===== src/design/lznm_pkg.sv =====
// shared widths and reset constants for the lz77 nearest-match encoder
// no dependencies; used by the cell row and the top level
package lznm_pkg;

  localparam int ByteW          = 8;
  localparam int CfgW           = 7;
  localparam int WindowDepthDef = 64;
  localparam int MaxExtDef      = 10;

  localparam logic [CfgW-1:0] WindowLenReset = CfgW'(64);

endpackage


===== src/design/lznm_cell.sv =====
// one window cell: holds a history byte, shifts it to the older neighbor
// and compares it with the incoming byte; uses lznm_pkg
module lznm_cell (
  input  logic                      clk_i,
  input  logic                      shift_i,
  input  logic [lznm_pkg::ByteW-1:0] prev_byte_i,
  input  logic [lznm_pkg::ByteW-1:0] in_byte_i,
  input  logic                      valid_i,
  input  logic                      sel_i,
  output logic [lznm_pkg::ByteW-1:0] byte_o,
  output logic                      hit_o,
  output logic                      follow_o
);

  logic [lznm_pkg::ByteW-1:0] byte_q;
  logic                       eq;

  always_ff @(posedge clk_i) begin
    if (shift_i) begin
      byte_q <= prev_byte_i;
    end
  end

  assign eq       = (byte_q == in_byte_i);
  assign hit_o    = eq & valid_i;
  assign follow_o = eq & sel_i;
  assign byte_o   = byte_q;

endmodule


===== src/design/lznm_first_hit.sv =====
// finds the newest window cell that matches the incoming byte
// no package dependencies
module lznm_first_hit #(
  parameter int N = 64
) (
  input  logic [N-1:0]         hit_i,
  output logic                 found_o,
  output logic [$clog2(N)-1:0] pos_o
);

  always_comb begin
    pos_o = '0;
    // walk from oldest to newest so the newest hit wins
    for (int i = N - 1; i >= 0; i--) begin
      if (hit_i[i]) begin
        pos_o = ($clog2(N))'(i);
      end
    end
  end

  assign found_o = |hit_i;

endmodule


===== src/design/lz77_nearest_match_encoder.sv =====
// Greedy LZ77 encoder: one byte request per clock, one token out per match or literal.
// A byte is taken every cycle unless a token waits in the output register while the
// receiver stalls. The search compares the byte against every window cell at once and a
// priority encoder picks the newest hit; the token of a byte, if any,
// shows in the output register on the next cycle. The window is a shift row of
// WINDOW_DEPTH cells. window_length may only be written while the block is idle.
// Depends on lznm_pkg, lznm_cell and lznm_first_hit.
module lz77_nearest_match_encoder #(
  parameter int WINDOW_DEPTH   = lznm_pkg::WindowDepthDef,
  parameter int MAX_EXTENSIONS = lznm_pkg::MaxExtDef,
  localparam int PosW  = $clog2(WINDOW_DEPTH),
  localparam int LenW  = $clog2(MAX_EXTENSIONS + 2),
  localparam int FillW = $clog2(WINDOW_DEPTH + 1)
) (
  input  logic                       clk_i,
  input  logic                       rst_ni,
  input  logic                       cfg_we_i,
  input  logic [lznm_pkg::CfgW-1:0]  cfg_wdata_i,
  input  logic                       in_valid_i,
  output logic                       in_stall_o,
  input  logic [lznm_pkg::ByteW-1:0] in_byte_i,
  input  logic                       last_byte_i,
  output logic                       out_valid_o,
  input  logic                       out_stall_i,
  output logic [PosW-1:0]            match_position_o,
  output logic [LenW-1:0]            match_length_o,
  output logic [lznm_pkg::ByteW-1:0] next_byte_o,
  output logic                       has_next_byte_o,
  output logic                       final_token_o
);

  logic [lznm_pkg::CfgW-1:0] win_len_q;
  logic [FillW-1:0]          fill_q, fill_d, eff_len;
  logic                      running_q, running_d;
  logic [PosW-1:0]           dist_q, dist_d;
  logic [LenW-1:0]           count_q, count_d;

  logic                       out_valid_q;
  logic [PosW-1:0]            pos_q, pos_d;
  logic [LenW-1:0]            len_q, len_d;
  logic [lznm_pkg::ByteW-1:0] nb_q, nb_d;
  logic                       has_nb_q, has_nb_d;
  logic                       fin_q, fin_d;
  logic                       produce;

  logic                       accept;
  logic [WINDOW_DEPTH-1:0]    hit, follow;
  logic [lznm_pkg::ByteW-1:0] cell_byte [WINDOW_DEPTH];
  logic                       found;
  logic [PosW-1:0]            found_pos;
  logic                       match_grows;

  assign in_stall_o = out_valid_q & out_stall_i;
  assign accept     = in_valid_i & ~in_stall_o;

  // cell row, newest byte at index 0
  for (genvar k = 0; k < WINDOW_DEPTH; k++) begin : g_cell
    logic [lznm_pkg::ByteW-1:0] prev_byte;
    if (k == 0) begin : g_head
      assign prev_byte = in_byte_i;
    end else begin : g_body
      assign prev_byte = cell_byte[k-1];
    end
    lznm_cell u_cell (
      .clk_i      (clk_i),
      .shift_i    (accept),
      .prev_byte_i(prev_byte),
      .in_byte_i  (in_byte_i),
      .valid_i    (FillW'(k) < fill_q),
      .sel_i      (dist_q == PosW'(k)),
      .byte_o     (cell_byte[k]),
      .hit_o      (hit[k]),
      .follow_o   (follow[k])
    );
  end

  lznm_first_hit #(
    .N(WINDOW_DEPTH)
  ) u_first_hit (
    .hit_i  (hit),
    .found_o(found),
    .pos_o  (found_pos)
  );

  // window length saturated to 1..WINDOW_DEPTH
  always_comb begin
    if (win_len_q == '0) begin
      eff_len = FillW'(1);
    end else if (int'(win_len_q) > WINDOW_DEPTH) begin
      eff_len = FillW'(WINDOW_DEPTH);
    end else begin
      eff_len = FillW'(win_len_q);
    end
  end

  assign match_grows = (|follow) && (count_q < LenW'(MAX_EXTENSIONS + 1));

  always_comb begin
    running_d = running_q;
    dist_d    = dist_q;
    count_d   = count_q;
    fill_d    = fill_q;
    produce   = 1'b0;
    pos_d     = pos_q;
    len_d     = len_q;
    nb_d      = nb_q;
    has_nb_d  = has_nb_q;
    fin_d     = fin_q;
    if (accept) begin
      fill_d = (fill_q < eff_len) ? fill_q + FillW'(1) : eff_len;
      if (running_q) begin
        if (match_grows) begin
          count_d = count_q + LenW'(1);
          if (last_byte_i) begin
            produce   = 1'b1;
            pos_d     = dist_q;
            len_d     = count_q + LenW'(1);
            nb_d      = '0;
            has_nb_d  = 1'b0;
            fin_d     = 1'b1;
            running_d = 1'b0;
          end
        end else begin
          produce   = 1'b1;
          pos_d     = dist_q;
          len_d     = count_q;
          nb_d      = in_byte_i;
          has_nb_d  = 1'b1;
          fin_d     = last_byte_i;
          running_d = 1'b0;
        end
      end else if (!found) begin
        produce  = 1'b1;
        pos_d    = '0;
        len_d    = '0;
        nb_d     = in_byte_i;
        has_nb_d = 1'b1;
        fin_d    = last_byte_i;
      end else if (last_byte_i) begin
        produce  = 1'b1;
        pos_d    = found_pos;
        len_d    = LenW'(1);
        nb_d     = '0;
        has_nb_d = 1'b0;
        fin_d    = 1'b1;
      end else begin
        running_d = 1'b1;
        dist_d    = found_pos;
        count_d   = LenW'(1);
      end
      // end of stream starts a fresh window
      if (last_byte_i) begin
        running_d = 1'b0;
        dist_d    = '0;
        count_d   = '0;
        fill_d    = '0;
      end
    end
  end

  always_ff @(posedge clk_i or negedge rst_ni) begin
    if (!rst_ni) begin
      win_len_q   <= lznm_pkg::WindowLenReset;
      fill_q      <= '0;
      running_q   <= 1'b0;
      dist_q      <= '0;
      count_q     <= '0;
      out_valid_q <= 1'b0;
    end else begin
      if (cfg_we_i) begin
        win_len_q <= cfg_wdata_i;
      end
      fill_q    <= fill_d;
      running_q <= running_d;
      dist_q    <= dist_d;
      count_q   <= count_d;
      if (produce) begin
        out_valid_q <= 1'b1;
      end else if (!out_stall_i) begin
        out_valid_q <= 1'b0;
      end
    end
  end

  always_ff @(posedge clk_i) begin
    if (produce) begin
      pos_q    <= pos_d;
      len_q    <= len_d;
      nb_q     <= nb_d;
      has_nb_q <= has_nb_d;
      fin_q    <= fin_d;
    end
  end

  assign out_valid_o      = out_valid_q;
  assign match_position_o = pos_q;
  assign match_length_o   = len_q;
  assign next_byte_o      = nb_q;
  assign has_next_byte_o  = has_nb_q;
  assign final_token_o    = fin_q;

endmodule


===== config.mk =====
export PLATFORM = sky130hd
export DESIGN_NAME = lz77_nearest_match_encoder
export DESIGN_NICKNAME = d
export VERILOG_FILES = /design/src/design/lznm_pkg.sv /design/src/design/lznm_cell.sv /design/src/design/lznm_first_hit.sv /design/src/design/lz77_nearest_match_encoder.sv
export SDC_FILE = /design/constraint.sdc
export NUM_CORES = 1
export LEC_CHECK = 0
export ABC_CLOCK_PERIOD_IN_PS = 26900
export BUFFER_PORTS_ARGS = -buffer_cell sky130_fd_sc_hd__buf_2
export CAP_MARGIN = 0
export CELL_PAD_IN_SITES_DETAIL_PLACEMENT = 0
export CELL_PAD_IN_SITES_GLOBAL_PLACEMENT = 1
export CORE_MARGIN = 3
export CORE_UTILIZATION = 57
export DETAILED_ROUTE_END_ITERATION = 10
export PLACE_DENSITY = 0.87
export SYNTH_ARGS = -nofsm -noshare
export SYNTH_HDL_FRONTEND = slang
export SYNTH_HIERARCHICAL = 1
export SYNTH_SLANG_ARGS = --single-unit

===== constraint.sdc =====
create_clock -name clk_i -period 26.9 [get_ports clk_i]
set_input_delay 5.38 -clock clk_i [delete_from_list [all_inputs] [get_ports clk_i]]
set_output_delay 5.38 -clock clk_i [all_outputs]
set_load 0.005 [all_outputs]

==> metrics <==
EDFF count, synth 532; CORE AREA 45600 um2; hold buffer count at CTS 0; total wire length 62000 um; post-route setup TNS 0 ns; IO buf count 42; Ys Warns 6; CTS Buffer Depth 3; skew final 0.0250 ns; antenna violations before repair 0; final setup margin 15.74 ns; syn_nets 2110; WS Path Type primary input to primary output; share of cells above drive strength 1 7.97%; Layout area overhead 10.4%; Fin. Hold Viols 0; cells along the critical path buf_2 -> and2_1 -> buf_2; Tmin final 11.16 ns; Final ANT Viol Nets 0; Global Route Usage Sum 25.1%; Setup WS pre-CTS 15.75 ns; R2R Path Start fill_q[1]$_DFFE_PN0P_; Max Freq 0.0896 GHz; Cells on Worst Hold Path 0; Slew headroom 9.44%; CTS H-tree lvls 2; first-pass GRT wire length 95800 um; CTS Sinks 558; number of buffers created by CTS 57; post-synthesis sequential area ratio 62.8%; fin cells 2807; vias in the first global route 16315; CTS root buf clkbuf_16; Pins Over Slew Limit 0; Critical Path Start Type primary input; VDD IR max 0.0825 mV; Hold Path Origin g_cell[60].u_cell/byte_o[3]$_DFFE_PP_; fin crit share 41.5%; largest net degree at the start of global routing 202; setup repair bufs after CTS 0; critical path arrival 5.78 ns; Die ar. 49100 um2; Hold EP g_cell[61].u_cell/byte_o[3]$_DFFE_PP_; Worst-path clk slew 0.06 ns; Syn Area/Cell 12.7 um2; Worst R2R End match_position_o[3]$_DFFE_PP_; ant diodes 0; worst min-delay path category flip-flop to flip-flop; P_leak 9.43 nW; R2R cell count 12; asr flop ratio synth 4.66%; drt pass-1 iters 7; CP most frequent cell buf_2; Vias 16584; Crit. End Element primary output; Die X 221 um; Worst path slowest cell and2_1; Placer Congestion 0.993; Rows 78; detail-routed via count per cell 5.91; PwrDens 76.9 nW/um2; chip height 221 um; Synth Cell Area 26500 um2; setup slack, reg-to-reg 21.35 ns; final layout net count 2191; RSZ-0062 raised after global routing false; iteration-0 DRC count of the detailed router 1695; Initial Utilization 58.1%; Cells after Synth 2081; grt total ovfl 0; total of max-cap violations 0; CTS tree built; Yosys reg bits 558; Worst Max-Slew Pin Slew 1.34 ns; dpl cells 2703; Yosys cell types 71; required time worst endpoint 21.52 ns; Final setup viols 0; hold_ws 0.463 ns; DRC viols 0; DR WL/cell 22.1 um; crit path max fanout 3; Top FF cell, synth edfxtp_1; post-CTS sizing 0; clock latency on the worst-skew pair 0.62 ns; status finished, final reports clean; number of I/O pins 43; post-detail-place hpwl 42100 um; Worst path max stage delay 0.17 ns
[synth_stat cells, types with 4 or more instances]
library cell	n	area share [%]
o21ai_0	52	0.98
dfrtp_1	25	2.4
mux2_4	5	0.28
nand2_1	195	2.8
nor3_1	22	0.42
edfxtp_1	532	60
ha_1	8	0.38
a22o_1	10	0.33
and3_1	5	0.12
nand3_1	26	0.49
nand2b_1	7	0.17
or3_1	4	0.095
clkbuf_1	32	0.45
nor2_1	104	1.5
o211ai_1	9	0.26
mux2_2	9	0.38
o31ai_1	4	0.11
o21a_1	4	0.11
nor2b_1	17	0.40
nor4_1	165	3.9
or4_1	4	0.11
inv_1	153	2.2
nand4_1	75	1.8
a21o_1	4	0.11
a21oi_1	32	0.61
xnor2_1	512	17
[critical path: cells and delay by family]
kind          cells  cell delay, ns
buf+inv           2            0.23
simple gates      1            0.17
[state kept, by name, indices dropped and copies added, names as in the netlist, 4 cells and up]
name                  count
match_position_o          6
match_length_o            4
win_len_q                 7
g_cell.u_cell/byte_o    512
fill_q                    7
count_q                   4
dist_q                    6
next_byte_o               8
[metrics by stage]
step | util [%] | area, um2 | total power, W
finish | 64.1 | 29200 | 0.00225
global route | 64.1 | 29200 | 0.00234
CTS | 64.1 | 29200 | 0.00226
detailed placement | 60.1 | 27400 | 0.00149
global placement | 60.1 | 27400 | 0.00148
floorplan | - | 26500 | 0.00140
[area by class of cell]
| class | instances | area [um2] |
|---|---|---|
| clock buffers | 63 | 1450 |
| clock inverters | 41 | 359 |
| fillers | 3326 | 16400 |
| inverters | 155 | 589 |
| multi-input cells | 1333 | 9090 |
| flip-flops and latches | 558 | 16600 |
| well taps | 600 | 751 |
| repair buffers | 57 | 353 |
[worst max path at each step]
stage	to	startpoint	cells past startpoint
after global routing	in_stall_o	out_stall_i	3
after floorplan	dist_q[0]$_DFFE_PN0P_	in_valid_i	5
after detailed placement	in_stall_o	out_stall_i	3
final	in_stall_o	out_stall_i	3
after CTS	in_stall_o	out_stall_i	3
after global placement	in_stall_o	out_stall_i	3
[layout by cell type, fill, tap and decap left out, types with 10 or more instances in the layout]
cell       synthesis  layout
clkbuf_16          0      57
nand4_1           75      75
a21oi_1           32      32
a22o_1            10      10
inv_1            153     152
dfrtp_1           25      25
edfxtp_1         532     532
clkinv_2           0      14
o21ai_0           52      52
xnor2_1          512     512
nand3_1           26      26
nor4_1           165     165
nand2_1          195     195
nor2_1           104     104
buf_2              1      35
buf_4              0      21
clkinv_1           1      15
nor2b_1           17      17
nor3_1            22      22
[cell families after synthesis]
logic type,count (synthesis),synth area share [%]
AOI/OAI and AO/OA,156,3.87
DFF,558,62.8
adders and majority gates,8,0.378
buffers and inverters,190,2.84
muxes,14,0.666
xor gates and xnor gates,512,16.9
and+or+nand+nor,643,12.5
[routing by layer]
layer	up-vias	track usage (%)	wire length, um
li1	7659	-	-
met1	8205	36.0	26700
met2	598	39.6	29000
met3	122	3.93	4230
met4	0	8.73	2030
met5	-	0	0
[where the power goes]
part | switching, W | leakage, nW | total (W) | internal, W
clock | 0.000333 | 0.894 | 0.000770 | 0.000437
combinational | 0.000239 | 3.13 | 0.000364 | 0.000125
sequential | 0.0000652 | 5.41 | 0.00111 | 0.00105
total | 0.000637 | 9.43 | 0.00225 | 0.00161
(Power assumes the default switching activity.)
